File: config.mk
export PLATFORM = sky130hd
export DESIGN_NAME = pfr_ram
export DESIGN_NICKNAME = d
export VERILOG_FILES = /design/src/hdl/page_fault_frame_replacement_defines.svh /design/src/hdl/pfr_ram.sv
export SDC_FILE = /design/constraint.sdc
export NUM_CORES = 1
export LEC_CHECK = 0
export BUFFER_PORTS_ARGS = -buffer_cell sky130_fd_sc_hd__buf_2
export CAP_MARGIN = 20
export CORE_MARGIN = 2
export CORE_UTILIZATION = 50
export CTS_BUF_LIST = sky130_fd_sc_hd__clkbuf_4 sky130_fd_sc_hd__clkbuf_8
export CTS_CLUSTER_DIAMETER = 100
export CTS_CLUSTER_SIZE = 12
export DETAILED_ROUTE_END_ITERATION = 10
export PLACE_DENSITY_LB_ADDON = 0.12
export SETUP_SLACK_MARGIN = 0.02
export SYNTH_ARGS = -nofsm -noshare
export SYNTH_HDL_FRONTEND = slang
export SYNTH_SLANG_ARGS = --single-unit
File: constraint.sdc
create_clock -name clk -period 2.3 [get_ports clk]
set_input_delay 0.575 -clock clk [delete_from_list [all_inputs] [get_ports clk]]
set_output_delay 0.575 -clock clk [all_outputs]
set_load 0.005 [all_outputs]
File: src/hdl/page_fault_frame_replacement_defines.svh
// Assertion macros shared by the modules of the replacement unit.
`ifndef PAGE_FAULT_FRAME_REPLACEMENT_DEFINES_SVH
`define PAGE_FAULT_FRAME_REPLACEMENT_DEFINES_SVH

// An implication that must hold at every clock edge outside reset.
`define PFR_ASSERT_IMPL(label, clk, rst_n, cond, prop, msg) \
    label: assert property (@(posedge clk) disable iff (!rst_n) (cond) |-> (prop)) \
        else $error(msg);

// A property that must hold at every clock edge outside reset.
`define PFR_ASSERT_ALWAYS(label, clk, rst_n, prop, msg) \
    label: assert property (@(posedge clk) disable iff (!rst_n) (prop)) \
        else $error(msg);

`endif

File: src/hdl/pfr_ram.sv
module pfr_ram #(
    parameter int WIDTH = 8,
    parameter int DEPTH = 16
) (
    input  logic                     clk,
    input  logic                     we,
    input  logic [$clog2(DEPTH)-1:0] waddr,
    input  logic [WIDTH-1:0]         wdata,
    input  logic [$clog2(DEPTH)-1:0] raddr,
    output logic [WIDTH-1:0]         rdata
);

    logic [WIDTH-1:0] mem [DEPTH];

    always_ff @(posedge clk)
    begin
        if (we)
        begin
            mem[waddr] <= wdata;
        end
        rdata <= mem[raddr];
    end

endmodule

==> results of run 1 <==
==> per-layer routing <==
| metal | part of all wire | wire (um) |
|---|---|---|
| met1 | 0.46 | 4530 |
| met5 | 0 | 0 |
| met4 | 0.011 | 109 |
| met2 | 0.47 | 4660 |
| met3 | 0.053 | 520 |
==> cell families after synthesis <==
logic type	share of synthesized area
flip-flops	0.778
multiplexers	0.150
AO/OA/AOI/OAI	0.0233
buffers and inverters	0.0168
AND/OR/NAND/NOR	0.0318
==> worst max-delay path: stages <==
cell	delay, ns
buf_2	0.10
buf_12	0.24
mux4_1	0.59
a22oi_1	0.33
nand2_1	0.09
==> worst paths after layout <==
kind                             endpoint  slack (ns)        from
worst min-delay path            mem[6][5]        0.53    wdata[5]
worst max register to register   rdata[2]        0.90   mem[0][2]
worst max-delay path             rdata[2]        0.65    raddr[0]
worst min register to register   rdata[7]        0.68  mem[14][7]
==> power by group through the flow <==
| stage | combinational [uW] | sequential (uW) | clock (uW) |
|---|---|---|---|
| 5_1_grt | 280 | 2790 | 1950 |
| 6_report | 256 | 2780 | 1790 |
| 3_3_place_gp | 256 | 2840 | 0 |
| 4_1_cts | 260 | 2780 | 1840 |
| 2_1_floorplan | 141 | 2840 | 0 |
| 3_5_place_dp | 260 | 2840 | 0 |
==> final cells by class <==
type | instances | area (um^2)
clock buffers | 26 | 314
clock inverters | 6 | 53.8
fillers | 756 | 4220
multi-input cells | 83 | 1060
flip-flops and latches | 136 | 4000
well taps | 136 | 170
repair buffers | 48 | 323
==> placed cells by master (no fill, tap or decap) <==
master     netlist  layout
and2_1           1       1
and2b_1          1       1
a22oi_1         16      16
clkinv_2         0       4
nand2b_1         2       2
buf_12           0       2
nor2b_1          1       1
nor3_1           4       4
dfxtp_1          8       8
nor2_1          13      13
nand2_1          9       9
clkbuf_4         0       7
mux4_2          18      18
mux4_1          14      14
clkinv_1         0       1
bufinv_16        0       1
nand3b_1         2       2
nand3_1          1       1
clkbuf_8         0      19
buf_4            1      21
or3b_2           1       1
edfxtp_1       128     128
buf_2            3      25
==> per-stage QoR <==
stage	total power [uW]	util	instances
finish	4830	0.584	435
CTS	4880	0.584	435
global route	5010	0.584	435
floorplan	2980	-	229
detailed placement	3100	0.548	403
global placement	3090	0.548	403
==> state kept, by name, summed over array words and instances (netlist names) <==
register	cells
mem	128
rdata	8
==> results.md, run 1 <==
- Fin crit share: 0.717
- Clock buffer depth: 2
- Initial antenna violation count: 0
- Die Y-Extent: 105 um
- First DRT Iteration DRCs: 138
- Ratio of cells with drive above 1 in the final layout: 0.328
- Die Width: 105 um
- Worst EP required: 2.61 ns
- Worst EP arrival: 1.96 ns
- Finish-stage setup viols: 0
- Num CTS Buffers: 17
- Sequential area share after synthesis: 0.778
- Vias in the first global route: 2490
- First-pass detailed-route iteration total: 4
- Internal power: 3870 uW
- Grt total ovfl: 0
- Post-synth EDFFs: 128
- Met1 Use GR: 0.280
- Fin. Hold Viols: 0
- Core Area: 10100 um^2
- RSZ-0062 raised after global routing: false
- Max-slew violation count: 0
- Async SR Flop Fraction: 0
- Ys Warns: 0
- CTS H-Tree Depth: 4
- Area leader, netlist: edfxtp_1
- Slew HR: 0.704
- Maximum VDD drop: 465 uV
- Vias/cell: 5.68
- Grt met2 use: 0.288
- Post-Syn Nets: 247
- Worst Setup Path Type: in2reg
- Met3 GRT Util: 0.0631
- Ys flop type: edfxtp_1
- Clock sink count: 136
- # port buffers: 25
- Synth cell types: 19
- CTS tree: yes
- Mapped cell area: 5150 um^2
- Top-count cell post-synth: edfxtp_1
- Status: finished clean
- Sw Share: 0.200
- Gr busiest metal: met2
- Fmax: 0.607 GHz
- Diodes inserted: 0
- Minimum clock period: 1.65 ns
- Fin nets: 304
- Cells after Synth: 229
- Dpl ws: 0.219 ns
- Leak: 0.00203 uW
- Hold buffer count at cts: 0
- Dpl hpwl: 6110 um
- Sequential Power Share: 0.576
- Reg2reg path depth: 3
- Share of the synthesized area in the top cell type: 0.747
- Clock power frac: 0.371
- Global Route Usage Sum: 0.196
- Synth-to-Final Area Change: 15.0%
- Root Driver: clkbuf_8
- # DRC: 0
- Vias after detailed routing: 2469
- Hold Path Cell Cnt: 1
- Share of total power in combinational logic: 0.053
- NetSw: 968 uW
- Wire per inst: 22.6 um
- Row cnt: 37
- Least-Margin Pin Slew: 0.444 ns
- Crit path max fanout: 32
- Pin count of the biggest net entering global routing: 33
- Setup crit end kind: flip-flop
- Post-CTS setup buffer count: 0
- Cts repair resizes: 0
- Pwr per Cell Area: 816 nW/um^2
- RePlAce Congestion: 0.745
- FF+latch count, synth: 136
- First-pass GRT wire length: 14900 um
- Final instance area: 5920 um^2
- Clock skew: 0.0104 ns
- Routed Antenna Nets: 0
- Min Hold Slack: 0.529 ns
- Synth area leaders: edfxtp_1, mux4_2, mux4_1, dfxtp_1, a22oi_1
- Clock transition at the registers of the reported paths: 0.07 ns
- Syn avg cell area: 22.5 um^2
- Final TNS setup: 0 ns
- Max Cap Viol: 0
- Die area: 11100 um^2
- Effective utilization at floorplan: 0.508
- Hold crit path type: in2reg
- CP Launch Type: primary input
- Total Wirelength: 9820 um
- Clk_lat worst skew: 0.43 ns
- Final setup margin: 0.651 ns
- # IOs: 26
- Most common library cells after synthesis: edfxtp_1, mux4_2, a22oi_1
- Area after DPL: 5550 um^2
Power figures use the tool's default switching activity.
==> run 2: changes to the inputs <==
- clock period: 2.3 -> 1.6 ns (I/O delays scaled with it)
==> run 2 against run 1 <==
Register-to-register slack worse by 0.70 ns; utilization increased by 2.0 points; via count up 0.93%; worst setup slack got worse by 0.46 ns.
==> results.md, run 2 (same netlist as run 1, synthesis figures left out) <==
- Diodes inserted: 0 (unchanged)
- Row cnt: 37 (unchanged)
- Grt total ovfl: 0 (unchanged)
- Clock transition at the registers of the reported paths: 0.08 ns (about the same)
- Post-CTS setup buffer count: 0 (unchanged)
- Maximum VDD drop: 593 uV (+28%)
- Post-Layout Cell Count: 452 (+3.9%)
- Max FFs per register: 128 (unchanged)
- Slew HR: 0.485 (-0.218)
- Wire per inst: 22.0 um (-2.5%)
- Fin nets: 321 (+5.6%)
- Fmax: 0.712 GHz
- Ratio of cells with drive above 1 in the final layout: 0.373 (+0.0457)
- Vias after detailed routing: 2492 (+0.93%)
- Share of total power in combinational logic: 0.056 (+0.003)
- Max-slew violation count: 0 (unchanged)
- Initial antenna violation count: 0 (unchanged)
- Status: finished clean
- CTS H-Tree Depth: 4 (unchanged)
- Vias/cell: 5.51 (-2.9%)
- Leak: 0.00212 uW (+4.6%)
- # port buffers: 25 (unchanged)
- Sequential Area: 4000 um^2 (unchanged)
- Num CTS Buffers: 17 (unchanged)
- Pwr per Cell Area: 1180 nW/um^2 (+44%)
- Clock skew: 0.00586 ns (-0.00456 ns)
- Least-Margin Pin Slew: 0.769 ns (+0.325 ns)
- Dpl hpwl: 6700 um (+9.7%)
- Sequential Power Share: 0.555 (-0.021)
- Clk_lat worst skew: 0.43 ns (about the same)
- First-pass GRT wire length: 15200 um (+2.0%)
- Routed Antenna Nets: 0 (unchanged)
- # DRC: 0 (unchanged)
- Hold buffer count at cts: 0 (unchanged)
- Clock power frac: 0.389 (+0.018)
- Cts repair resizes: 0 (unchanged)
- Crit path max fanout: 1 (-97%)
- Global Route Usage Sum: 0.197 (+0.00109)
- Final Total Pwr: 7200 uW (+49%)
- CTS tree: yes
- Pin count of the biggest net entering global routing: 17 (-48%)
- CP Launch Type: flip-flop
- RSZ-0062 raised after global routing: false
- First DRT Iteration DRCs: 192 (+39%)
- Fin crit share: 0.877
- Commonest non-fill, non-tap cell in the layout: edfxtp_1
- Biggest regs: mem (128), rdata (8)
- Root Driver: clkbuf_8
- Worst Setup Path Type: reg2reg
- Hold crit path type: in2reg
- # IOs: 26 (unchanged)
- Inst Count DP: 420 (+4.2%)
- Die Y-Extent: 105 um (unchanged)
- Most frequent cells in the layout: edfxtp_1, buf_4, buf_2
- Fin. Hold Viols: 0 (unchanged)
- Clock buffer depth: 2 (unchanged)
- Most flop-heavy register: mem
- Max Cap Viol: 0 (unchanged)
- Vias in the first global route: 2574 (+3.4%)
- Worst EP required: 1.93 ns (-0.68 ns)
- Synth-to-Final Area Change: 18.9%
- Setup crit end kind: flip-flop
- Die Width: 105 um (unchanged)
- Internal power: 5700 uW (+48%)
- Core Area: 10100 um^2 (unchanged)
- Worst EP arrival: 1.73 ns (-0.23 ns)
- Sw Share: 0.208 (+0.00790)
- Total Wirelength: 9950 um (+1.3%)
- Area of the multi-input gates: 1070 um^2 (+1.4%)
- Dpl ws: -0.203 ns (-0.422 ns)
- Finish-stage setup viols: 0 (unchanged)
- Die area: 11100 um^2 (unchanged)
- RePlAce Congestion: 0.742 (-0.38%)
- Minimum clock period: 1.40 ns
- Effective utilization at floorplan: 0.508 (unchanged)
- NetSw: 1500 uW (+55%)
- Fillers: 734 (-2.9%)
- First-pass detailed-route iteration total: 4 (unchanged)
- Clock sink count: 136 (unchanged)
- Final setup margin: 0.196 ns (-0.455 ns)
==> run 2: power groups by stage <==
stage                     clock (uW)  combinational [uW]  sequential [uW]
after CTS                       2860                 409             4000
after global routing            3020                 436             4010
after detailed placement           0                 408             4080
after global placement             0                 404             4080
final                           2800                 404             4000
after floorplan                    0                 203             4080
==> run 2: path summary, 6_finish.rpt <==
| check | start | end | slack [ns] | cells past startpoint |
|---|---|---|---|---|
| setup / recovery | mem[3][6] | rdata[6] | 0.20 | 4 |
| hold / removal | wdata[1] | mem[0][1] | 0.36 | 1 |
| setup reg to reg | mem[3][6] | rdata[6] | 0.20 | 4 |
| hold reg to reg | mem[13][2] | rdata[2] | 0.67 | 3 |
==> run 2: through the flow <==
stage | utilization | area [um^2] | TNS (ns) | hold WS, ns
after detailed placement | 0.564 | 5720 | -3.08 | 0.656
after floorplan | - | 5160 | -1.98 | 0.499
after global placement | 0.564 | 5720 | -2.83 | 0.650
final | 0.604 | 6120 | 0 | 0.360
after CTS | 0.604 | 6120 | 0 | 0.332
after global routing | 0.604 | 6120 | 0 | 0.329
==> run 2: layout make-up <==
cell class	count	area share
Sequential cell	136	0.654
Multi-Input combinational cell	83	0.175
Timing Repair Buffer	65	0.0777
Clock buffer	18	0.0395
Tap cell	136	0.0278
Clock inverter	14	0.0258
==> run 2: routing by layer <==
metal | wire length (um) | share of wire | track usage
met1 | 4440 | 0.45 | 0.271
met3 | 470 | 0.047 | 0.0625
met2 | 4950 | 0.50 | 0.306
met4 | 95 | 0.0095 | 0.0571
met5 | 0 | 0 | 0
==> run 2: worst max-delay path, cell delays in order (launching register included) <==
cell      delay, ns
edfxtp_1       0.36
mux4_2         0.47
a22oi_1        0.25
buf_4          0.17
nand2_1        0.05
