--- src/hdl/page_fault_frame_replacement_defines.svh ---
// Assertion macros shared by the modules of the replacement unit.
`ifndef PAGE_FAULT_FRAME_REPLACEMENT_DEFINES_SVH
`define PAGE_FAULT_FRAME_REPLACEMENT_DEFINES_SVH

// An implication that must hold at every clock edge outside reset.
`define PFR_ASSERT_IMPL(label, clk, rst_n, cond, prop, msg) \
    label: assert property (@(posedge clk) disable iff (!rst_n) (cond) |-> (prop)) \
        else $error(msg);

// A property that must hold at every clock edge outside reset.
`define PFR_ASSERT_ALWAYS(label, clk, rst_n, prop, msg) \
    label: assert property (@(posedge clk) disable iff (!rst_n) (prop)) \
        else $error(msg);

`endif

--- src/hdl/pfr_pkg.sv ---
package pfr_pkg;

    localparam int NUM_PAGES  = 1024;
    localparam int NUM_FRAMES = 16;

    localparam logic [1:0] POL_FIFO = 2'd0;
    localparam logic [1:0] POL_LRU  = 2'd1;
    localparam logic [1:0] POL_LFU  = 2'd2;
    localparam logic [1:0] POL_RAND = 2'd3;

    localparam logic [1:0] ACC_NONE = 2'd0;
    localparam logic [1:0] ACC_READ = 2'd1;
    localparam logic [1:0] ACC_RW   = 2'd3;

    localparam logic [1:0] ST_FILL    = 2'd0;
    localparam logic [1:0] ST_REPLACE = 2'd1;
    localparam logic [1:0] ST_UPGRADE = 2'd2;
    localparam logic [1:0] ST_RANGE   = 2'd3;

    localparam logic [1:0] CFG_POLICY = 2'd0;
    localparam logic [1:0] CFG_FRAMES = 2'd1;
    localparam logic [1:0] CFG_PAGES  = 2'd2;

    localparam int CFG_WIDTH = 11;

    typedef struct packed {
        logic [9:0]  fault_page;
        logic [15:0] random_value;
    } in_beat_t;

    typedef struct packed {
        logic [1:0] status;
        logic [3:0] frame;
        logic [9:0] victim_page;
        logic       victim_dirty;
    } out_beat_t;

    // Control from the sequencer to the frame table.
    typedef struct packed {
        logic scan_start;
        logic scan_step;
        logic touch;
        logic fill;
        logic bump;
        logic clear;
    } ft_ctrl_t;

endpackage

--- src/hdl/pfr_frame_table.sv ---
`include "page_fault_frame_replacement_defines.svh"

module pfr_frame_table #(
    parameter int NUM_FRAMES = 16,
    parameter int COUNT_BITS = 8,
    parameter int FB = $clog2(NUM_FRAMES),
    parameter int OB = $clog2(NUM_FRAMES + 1)
) (
    input  logic                  clk,
    input  logic                  rst_n,
    input  pfr_pkg::ft_ctrl_t     ctrl,
    input  logic                  lfu,
    input  logic [OB-1:0]         occupied,
    input  logic [FB-1:0]         target,
    output logic [FB-1:0]         best,
    output logic [FB-1:0]         scan_idx
);
    import pfr_pkg::*;

    localparam logic [COUNT_BITS-1:0] COUNT_MAX = '1;

    logic [FB-1:0]         rank_reg  [NUM_FRAMES];
    logic [COUNT_BITS-1:0] count_reg [NUM_FRAMES];
    logic [FB-1:0]         best_reg;
    logic [FB-1:0]         idx_reg;
    logic                  better;
    logic [FB-1:0]         trank;

    assign best     = best_reg;
    assign scan_idx = idx_reg;
    assign trank    = rank_reg[target];

    // One compare per cycle over the scanned frame.
    always_comb
    begin
        if (lfu && count_reg[idx_reg] != count_reg[best_reg])
        begin
            better = count_reg[idx_reg] < count_reg[best_reg];
        end
        else
        begin
            better = rank_reg[idx_reg] > rank_reg[best_reg];
        end
    end

    always_ff @(posedge clk or negedge rst_n)
    begin
        if (!rst_n)
        begin
            best_reg <= '0;
            idx_reg  <= '0;
            for (int i = 0; i < NUM_FRAMES; i++)
            begin
                rank_reg[i]  <= '0;
                count_reg[i] <= '0;
            end
        end
        else
        begin
            if (ctrl.scan_start)
            begin
                best_reg <= '0;
                idx_reg  <= FB'(1);
            end
            else if (ctrl.scan_step)
            begin
                if (better)
                begin
                    best_reg <= idx_reg;
                end
                idx_reg <= idx_reg + FB'(1);
            end
            for (int i = 0; i < NUM_FRAMES; i++)
            begin
                if (ctrl.touch && OB'(i) < occupied)
                begin
                    if (FB'(i) == target)
                    begin
                        rank_reg[i] <= '0;
                    end
                    else if (rank_reg[i] < trank)
                    begin
                        rank_reg[i] <= rank_reg[i] + FB'(1);
                    end
                end
                if (ctrl.fill)
                begin
                    if (FB'(i) == target)
                    begin
                        rank_reg[i] <= '0;
                    end
                    else if (OB'(i) < occupied)
                    begin
                        rank_reg[i] <= rank_reg[i] + FB'(1);
                    end
                end
            end
            if (ctrl.bump && count_reg[target] < COUNT_MAX)
            begin
                count_reg[target] <= count_reg[target] + COUNT_BITS'(1);
            end
            if (ctrl.clear)
            begin
                count_reg[target] <= '0;
            end
        end
    end

    `PFR_ASSERT_ALWAYS(a_one_op, clk, rst_n,
        $onehot0({ctrl.scan_start, ctrl.scan_step, ctrl.fill, ctrl.touch}),
        "frame table got overlapping commands")
    `PFR_ASSERT_IMPL(a_bump_touch, clk, rst_n, ctrl.bump, ctrl.touch,
        "use count bumped without a touch")
    `PFR_ASSERT_IMPL(a_best_scanned, clk, rst_n, ctrl.scan_step, best_reg < idx_reg,
        "scan best ahead of scan index")

endmodule

--- config.mk ---
export PLATFORM = sky130hd
export DESIGN_NAME = pfr_frame_table
export DESIGN_NICKNAME = d
export VERILOG_FILES = /design/src/hdl/pfr_pkg.sv /design/src/hdl/pfr_frame_table.sv
export VERILOG_INCLUDE_DIRS = /design/src /design/src/hdl
export SDC_FILE = /design/constraint.sdc
export NUM_CORES = 1
export LEC_CHECK = 0
export BUFFER_PORTS_ARGS = -buffer_cell sky130_fd_sc_hd__clkbuf_2
export CORE_MARGIN = 10
export CORE_UTILIZATION = 35
export DETAILED_ROUTE_END_ITERATION = 7
export GPL_TIMING_DRIVEN = 0
export SYNTH_ARGS = -nofsm -noshare
export SYNTH_HDL_FRONTEND = slang
export SYNTH_SLANG_ARGS = --single-unit
--- constraint.sdc ---
create_clock -name clk -period 8.3 [get_ports clk]
set_input_delay 0.83 -clock clk [delete_from_list [all_inputs] [get_ports clk]]
set_output_delay 0.83 -clock clk [all_outputs]
set_load 0.02 [all_outputs]
==> flow_summary.json, run 1 <==
{
  "totalWireLength_um": 61800,
  "start_util": 0.354,
  "synth-edff-count": 0,
  "cellLeakagePower_nw": 6.69,
  "max_cap_violations": 0,
  "ys_async_sr_fraction": 1.00,
  "num_vias": 15087,
  "setup_slack_ns": 2.75,
  "period_share": 0.669,
  "gp_congestion": 1.03,
  "place_worst_setup_slack_ns": 2.37,
  "cp_num_buf_inv": 6,
  "setup_violations": 0,
  "antenna_found_initial": 3,
  "synth-seq-cells": 200,
  "wire_per_inst_um": 27.3,
  "fmax_mhz": 180,
  "fin_tns_setup_ns": 0,
  "cts_sinks": 200,
  "drt_iter0_drc": 2050,
  "row_count": 78,
  "die_h_um": 234,
  "drv_slew": 0,
  "yosysTopAreaCellShare": 0.311,
  "crit_path_max_incr_delay_ns": 0.71,
  "hold_path.class": "input pin to async pin",
  "seq_area_um2": 5000,
  "hold_violations": 0,
  "multi_input_area_um2": 10400,
  "ys_types": 81,
  "die-area_um2": 54900,
  "grt_start_max_net_pins": 92,
  "cts_setup_buffers": 0,
  "drtAntennaViolNets": 0,
  "yosysTopAreaCell": "dfrtp_1",
  "post-synth-top-count-cell": "o21ai_0",
  "synth_top_family_by_area": "multiplexers",
  "maxSlewHeadroom": 0.0710,
  "clockBufferDepth": 2,
  "h-tree-depth": 4,
  "die_w_um": 234,
  "end_kind": "register",
  "path_clk_slew_ns": 0.08,
  "crit_required_ns": 8.69,
  "vdd_ir_drop_max_v": 0.000186,
  "clk_latency_ns": 0.48,
  "critPathKind": "input pin to register",
  "core_area_um2": 45400,
  "rsz0062_at_grt": "false",
  "area_growth_pct": 9.36,
  "synth_nets": 1714,
  "nFillCells": 4404,
  "cpLargestDelayFamily": "buffers and inverters",
  "drive_above_1_share": 0.161,
  "synth-simple-area-share": 0.128,
  "cts_tree": "built",
  "synth-main-ff-cell": "dfrtp_1",
  "cp_cell_sequence": "buf_4 -> buf_6 -> buf_2 -> buf_2 -> buf_1 -> mux4_2 -> mux4_2 -> inv_1 -> ha_1 -> a21oi_1 -> nand2_1 -> o221a_4 -> or2_4 -> or4_1 -> o21a_1 -> o22ai_1",
  "avgSynthCellArea_um2": 9.94,
  "postSynthCellCount": 1618,
  "nNetsFinal": 1750,
  "skew_ns": 0.0134,
  "grtUsageTotal": 0.225,
  "tightest_slew_ns": 1.38,
  "synth_compound_area_frac": 0.205,
  "fin_total_pwr_mw": 5.72,
  "synthXorXnorAreaFrac": 0.00599,
  "p_per_area_nw_per_um2": 325,
  "yosysSeqAreaShare": 0.311,
  "cts_resized": 0,
  "fin_util": 0.387,
  "clockRootBuffer": "clkbuf_16",
  "hold_buffers": 0,
  "fin_crit_ns": 5.55,
  "first_pass_iters": 6,
  "synth_common_cells": "o21ai_0, dfrtp_1, nand2_1",
  "drc_errors": 0,
  "cts_buffers": 17,
  "grt_pass1_vias": 14110,
  "portBuffers": 15,
  "dp_hpwl_um": 46300,
  "pin_count": 26,
  "vias_per_cell": 6.65,
  "synth_area_um2": 16100,
  "grt_pass1_wl_um": 92700,
  "synthTopCellsByArea": "dfrtp_1, mux4_2, o21ai_0, ha_1, nand2_1",
  "yosys.area_share.adder": 0.0607,
  "outcome": "completed",
  "cp_data_arrival_time_ns": 5.94,
  "synth.mux.area_fraction": 0.247,
  "worstSetupStartpointType": "input pin",
  "grt_overflow": 0,
  "hold_slack_ns": 0.300,
  "ys_warn_count": 0,
  "crit_fanout": 16,
  "slowest_stage": "inv_1"
}
-- report_power, final --
part           switching (mW)  total, mW  internal [mW]
Sequential              0.548       1.83           1.29
Clock                   0.472      0.894          0.422
Combinational            1.60       2.99           1.39
-- cell type report --
cell class,count,area share
repair buffers,17,0.00790
inverters,29,0.00619
well taps,600,0.0427
diodes,1,0.000142
multi-input cells,1274,0.593
clock buffers,19,0.0258
flip-flops and latches,200,0.285
plain buffers,115,0.0312
clock inverters,13,0.00875
-- kinds of logic after synthesis --
kind of cell	Yosys count
compound gates	543
xor+xnor	11
fa+ha+maj	78
buf+inv	144
flops	200
mux	185
simple gates	457
-- per-layer routing --
metal / part of all wire / track usage / vias to the layer above
met3: 0.11 / 0.0516 / 162
li1: - / - / 6362
met4: 0.039 / 0.0899 / 4
met5: 0.00036 / 0 / -
met1: 0.39 / 0.301 / 7550
met2: 0.45 / 0.348 / 1009
-- path summary, 6_finish.rpt --
kind	startpoint	to	slack (ns)	cells after the start
setup / recovery	target[1]	rank_reg[15]	2.75	16
hold / removal	rst_n	rank_reg[13]	0.30	1
setup reg to reg	best[0]	best[0]	3.24	15
hold reg to reg	register	register	0.53	2
max in group asynchronous	rst_n	async pin	7.15	2
min in group clk	register	register	0.53	2
-- stage by stage --
stage / instances / instance area (um2)
floorplan: 1618 / 16100
global placement: 2233 / 16900
detailed placement: 2235 / 17000
CTS: 2267 / 17600
global route: 2268 / 17600
finish: 2268 / 17600
-- worst register-to-register path, delay by kind of cell, from the launching register on --
kind / cells / cell delay, ns
AOI/OAI and AO/OA: 5 / 1.12
and+or+nand+nor: 2 / 0.19
DFF: 1 / 0.38
muxes: 3 / 1.39
buffers and inverters: 4 / 1.64
adders and majority gates: 1 / 0.25
-- cell usage in the layout (no fill, tap or decap), types with 13 or more instances in the layout --
cell type    n
nor2_1     103
and3_1      14
nand4_1     16
o21ai_1     41
a22oi_1     40
mux4_2     167
dfrtp_1    200
o21a_1      17
nor3_1      25
nand2_1    187
ha_1        78
nor2b_1     13
nand3_1     46
clkbuf_2    14
nand2b_1    13
clkbuf_16   17
a21oi_1     89
clkbuf_1    70
buf_2       19
buf_1       15
inv_1       28
a31oi_1     22
o211ai_1    13
o21ai_0    225
mux2i_1     13
Note: power is estimated with default switching activity, not from simulation.
==> run 2, diff against run 1 <==
- clock period: 8.3 -> 4.5 ns (I/O delays scaled with it)
==> flow_summary.json, run 2 (synthesized netlist as in run 1, its figures left out) <==
{
  "outcome": "complete, but fails checks",
  "violations": "max-capacitance violations, max-slew violations",
  "critical_path.most_common_cell": "buf_2",
  "period_share": 0.980,
  "power_frac_seq": 0.318,
  "setup_violations": 0,
  "grt_start_max_net_pins": 92,
  "clockRootBuffer": "clkbuf_16",
  "area_growth_pct": 10.1,
  "first_pass_iters": 5,
  "netSwitchingFraction": 0.456,
  "grtUsageTotal": 0.225,
  "clk_latency_ns": 0.49,
  "die-area_um2": 54900,
  "grt_pass1_wl_um": 92700,
  "skew_ns": 0.0129,
  "fin_crit_ns": 4.41,
  "dp.cells": 2235,
  "cp_cell_sequence": "buf_4 -> buf_6 -> buf_2 -> buf_2 -> buf_2 -> mux4_2 -> mux4_2 -> clkinvlp_4 -> ha_1 -> or4_1 -> o22ai_1 -> a21oi_1 -> nor2_1 -> a21oi_1 -> a311oi_1",
  "cts_buffers": 17,
  "wl_met1_um": 24300,
  "dp_hpwl_um": 46300,
  "wl_met2_um": 28200,
  "final_cells": 2274,
  "crit_fanout": 16,
  "core_area_um2": 45400,
  "gp_congestion": 1.03,
  "drc_errors": 0,
  "worstSetupStartpointType": "input pin",
  "pin_count": 26,
  "cts_tree": "built",
  "drtAntennaViolNets": 0,
  "fin_area_um2": 17700,
  "vdd_ir_drop_max_v": 0.000337,
  "max_cap_violations": 1,
  "slowest_stage": "clkinvlp_4",
  "grt_pass1_vias": 14184,
  "cellLeakagePower_nw": 6.76,
  "start_util": 0.354,
  "final_common_cell": "o21ai_0",
  "internal_power_mw": 5.79,
  "path_clk_slew_ns": 0.09,
  "rsz0062_at_grt": "true",
  "cpLargestDelayFamily": "buffers and inverters",
  "place_worst_setup_slack_ns": -1.05,
  "p_per_area_nw_per_um2": 602,
  "fin_tns_setup_ns": 0,
  "clockBufferDepth": 2,
  "top_layer": "met5",
  "hold_slack_ns": 0.310,
  "drv_slew": 10,
  "drive_above_1_share": 0.173,
  "totalWireLength_um": 62000,
  "h-tree-depth": 4,
  "critPathKind": "input pin to register",
  "die_h_um": 234,
  "cp_data_arrival_time_ns": 4.79,
  "setup_slack_ns": 0.0886,
  "crit_required_ns": 4.88,
  "placed_cell_area_um2": 17000,
  "vias_per_cell": 6.65,
  "portBuffers": 15,
  "final_cell_mix": "o21ai_0, dfrtp_1, nand2_1",
  "row_count": 78,
  "wl_met3_um": 7250,
  "combPwrFrac": 0.527,
  "drt_iter0_drc": 2175,
  "hold_violations": 0,
  "cp_num_buf_inv": 6,
  "nFillCells": 4416,
  "cts_sinks": 200,
  "die_w_um": 234,
  "crit_path_max_incr_delay_ns": 0.47,
  "tightest_slew_ns": 1.52,
  "antenna_found_initial": 2,
  "fin_total_pwr_mw": 10.7,
  "fmax_mhz": 227,
  "nNetsFinal": 1756,
  "power.switching_mw": 4.86,
  "end_kind": "register",
  "num_vias": 15128,
  "hold_path.class": "input pin to register",
  "maxSlewHeadroom": -0.0179,
  "fin_util": 0.390,
  "p_clk_frac": 0.155,
  "wire_per_inst_um": 27.3,
  "grt_overflow": 0
}
run 2: cell count changes in the layout (fill, tap and decap cells not counted), moves of 2 or more:
cell        before  now
clkbuf_1        70   67
buf_2           19   22
buf_1           15    6
clkbuf_2        14   19
clkinvlp_4       2    5
buf_12           2    4
buf_4            3    7
inv_1           28   25
run 2: worst reg2reg max path, delay by kind of cell (launching register included):
family	cells	cell delay, ns
flops	1	0.39
compound gates	5	1.12
buf+inv	2	1.11
simple gates	2	0.20
mux	3	1.15
fa+ha+maj	1	0.32
run 2: final cells by class:
cell class | instances | area [um2] | area share
Buffer | 115 | 579 | 0.0327
Clock buffer | 19 | 453 | 0.0256
Inverter | 29 | 120 | 0.00679
Tap cell | 600 | 751 | 0.0424
Multi-Input combinational cell | 1274 | 10400 | 0.589
Clock inverter | 13 | 154 | 0.00869
Sequential cell | 200 | 5000 | 0.283
Antenna cell | 1 | 2.50 | 0.000141
Timing Repair Buffer | 23 | 211 | 0.0119
run 2: what timing repair did:
item	CTS	global route
endpoints found under the hold margin	48	0
endpoints found under the setup margin	65	16
buffers inserted	0	5
gates cloned	0	0
resized for setup	19	21
pin swaps	0	0
hold buffers	1	0
run 2: path summary, 6_finish.rpt:
kind,startpoint,to,slack [ns],depth (start not counted)
max,target[1],rank_reg[6],0.09,15
min,ctrl[5],scan_idx[3],0.31,2
max reg2reg,scan_idx[1],best[0],0.11,13
min reg2reg,register,register,0.53,2
max in group asynchronous,rst_n,async pin,3.18,3
min in group asynchronous,rst_n,rank_reg[13],0.48,2
run 2: power by group through the flow:
stage          Combinational (mW)  Sequential [mW]  Clock [mW]
6_report                     5.62             3.39        1.65
5_1_grt                      6.18             3.45        1.73
4_1_cts                      5.46             3.33        1.66
3_5_place_dp                 5.40             3.35           0
3_3_place_gp                 5.25             3.31           0
2_1_floorplan                4.12             2.96           0
run 2: metal layers:
layer,vias to the layer above,global-route usage
met4,2,0.0893
met5,-,0
met3,163,0.0535
met1,7573,0.299
met2,1019,0.349
li1,6371,-
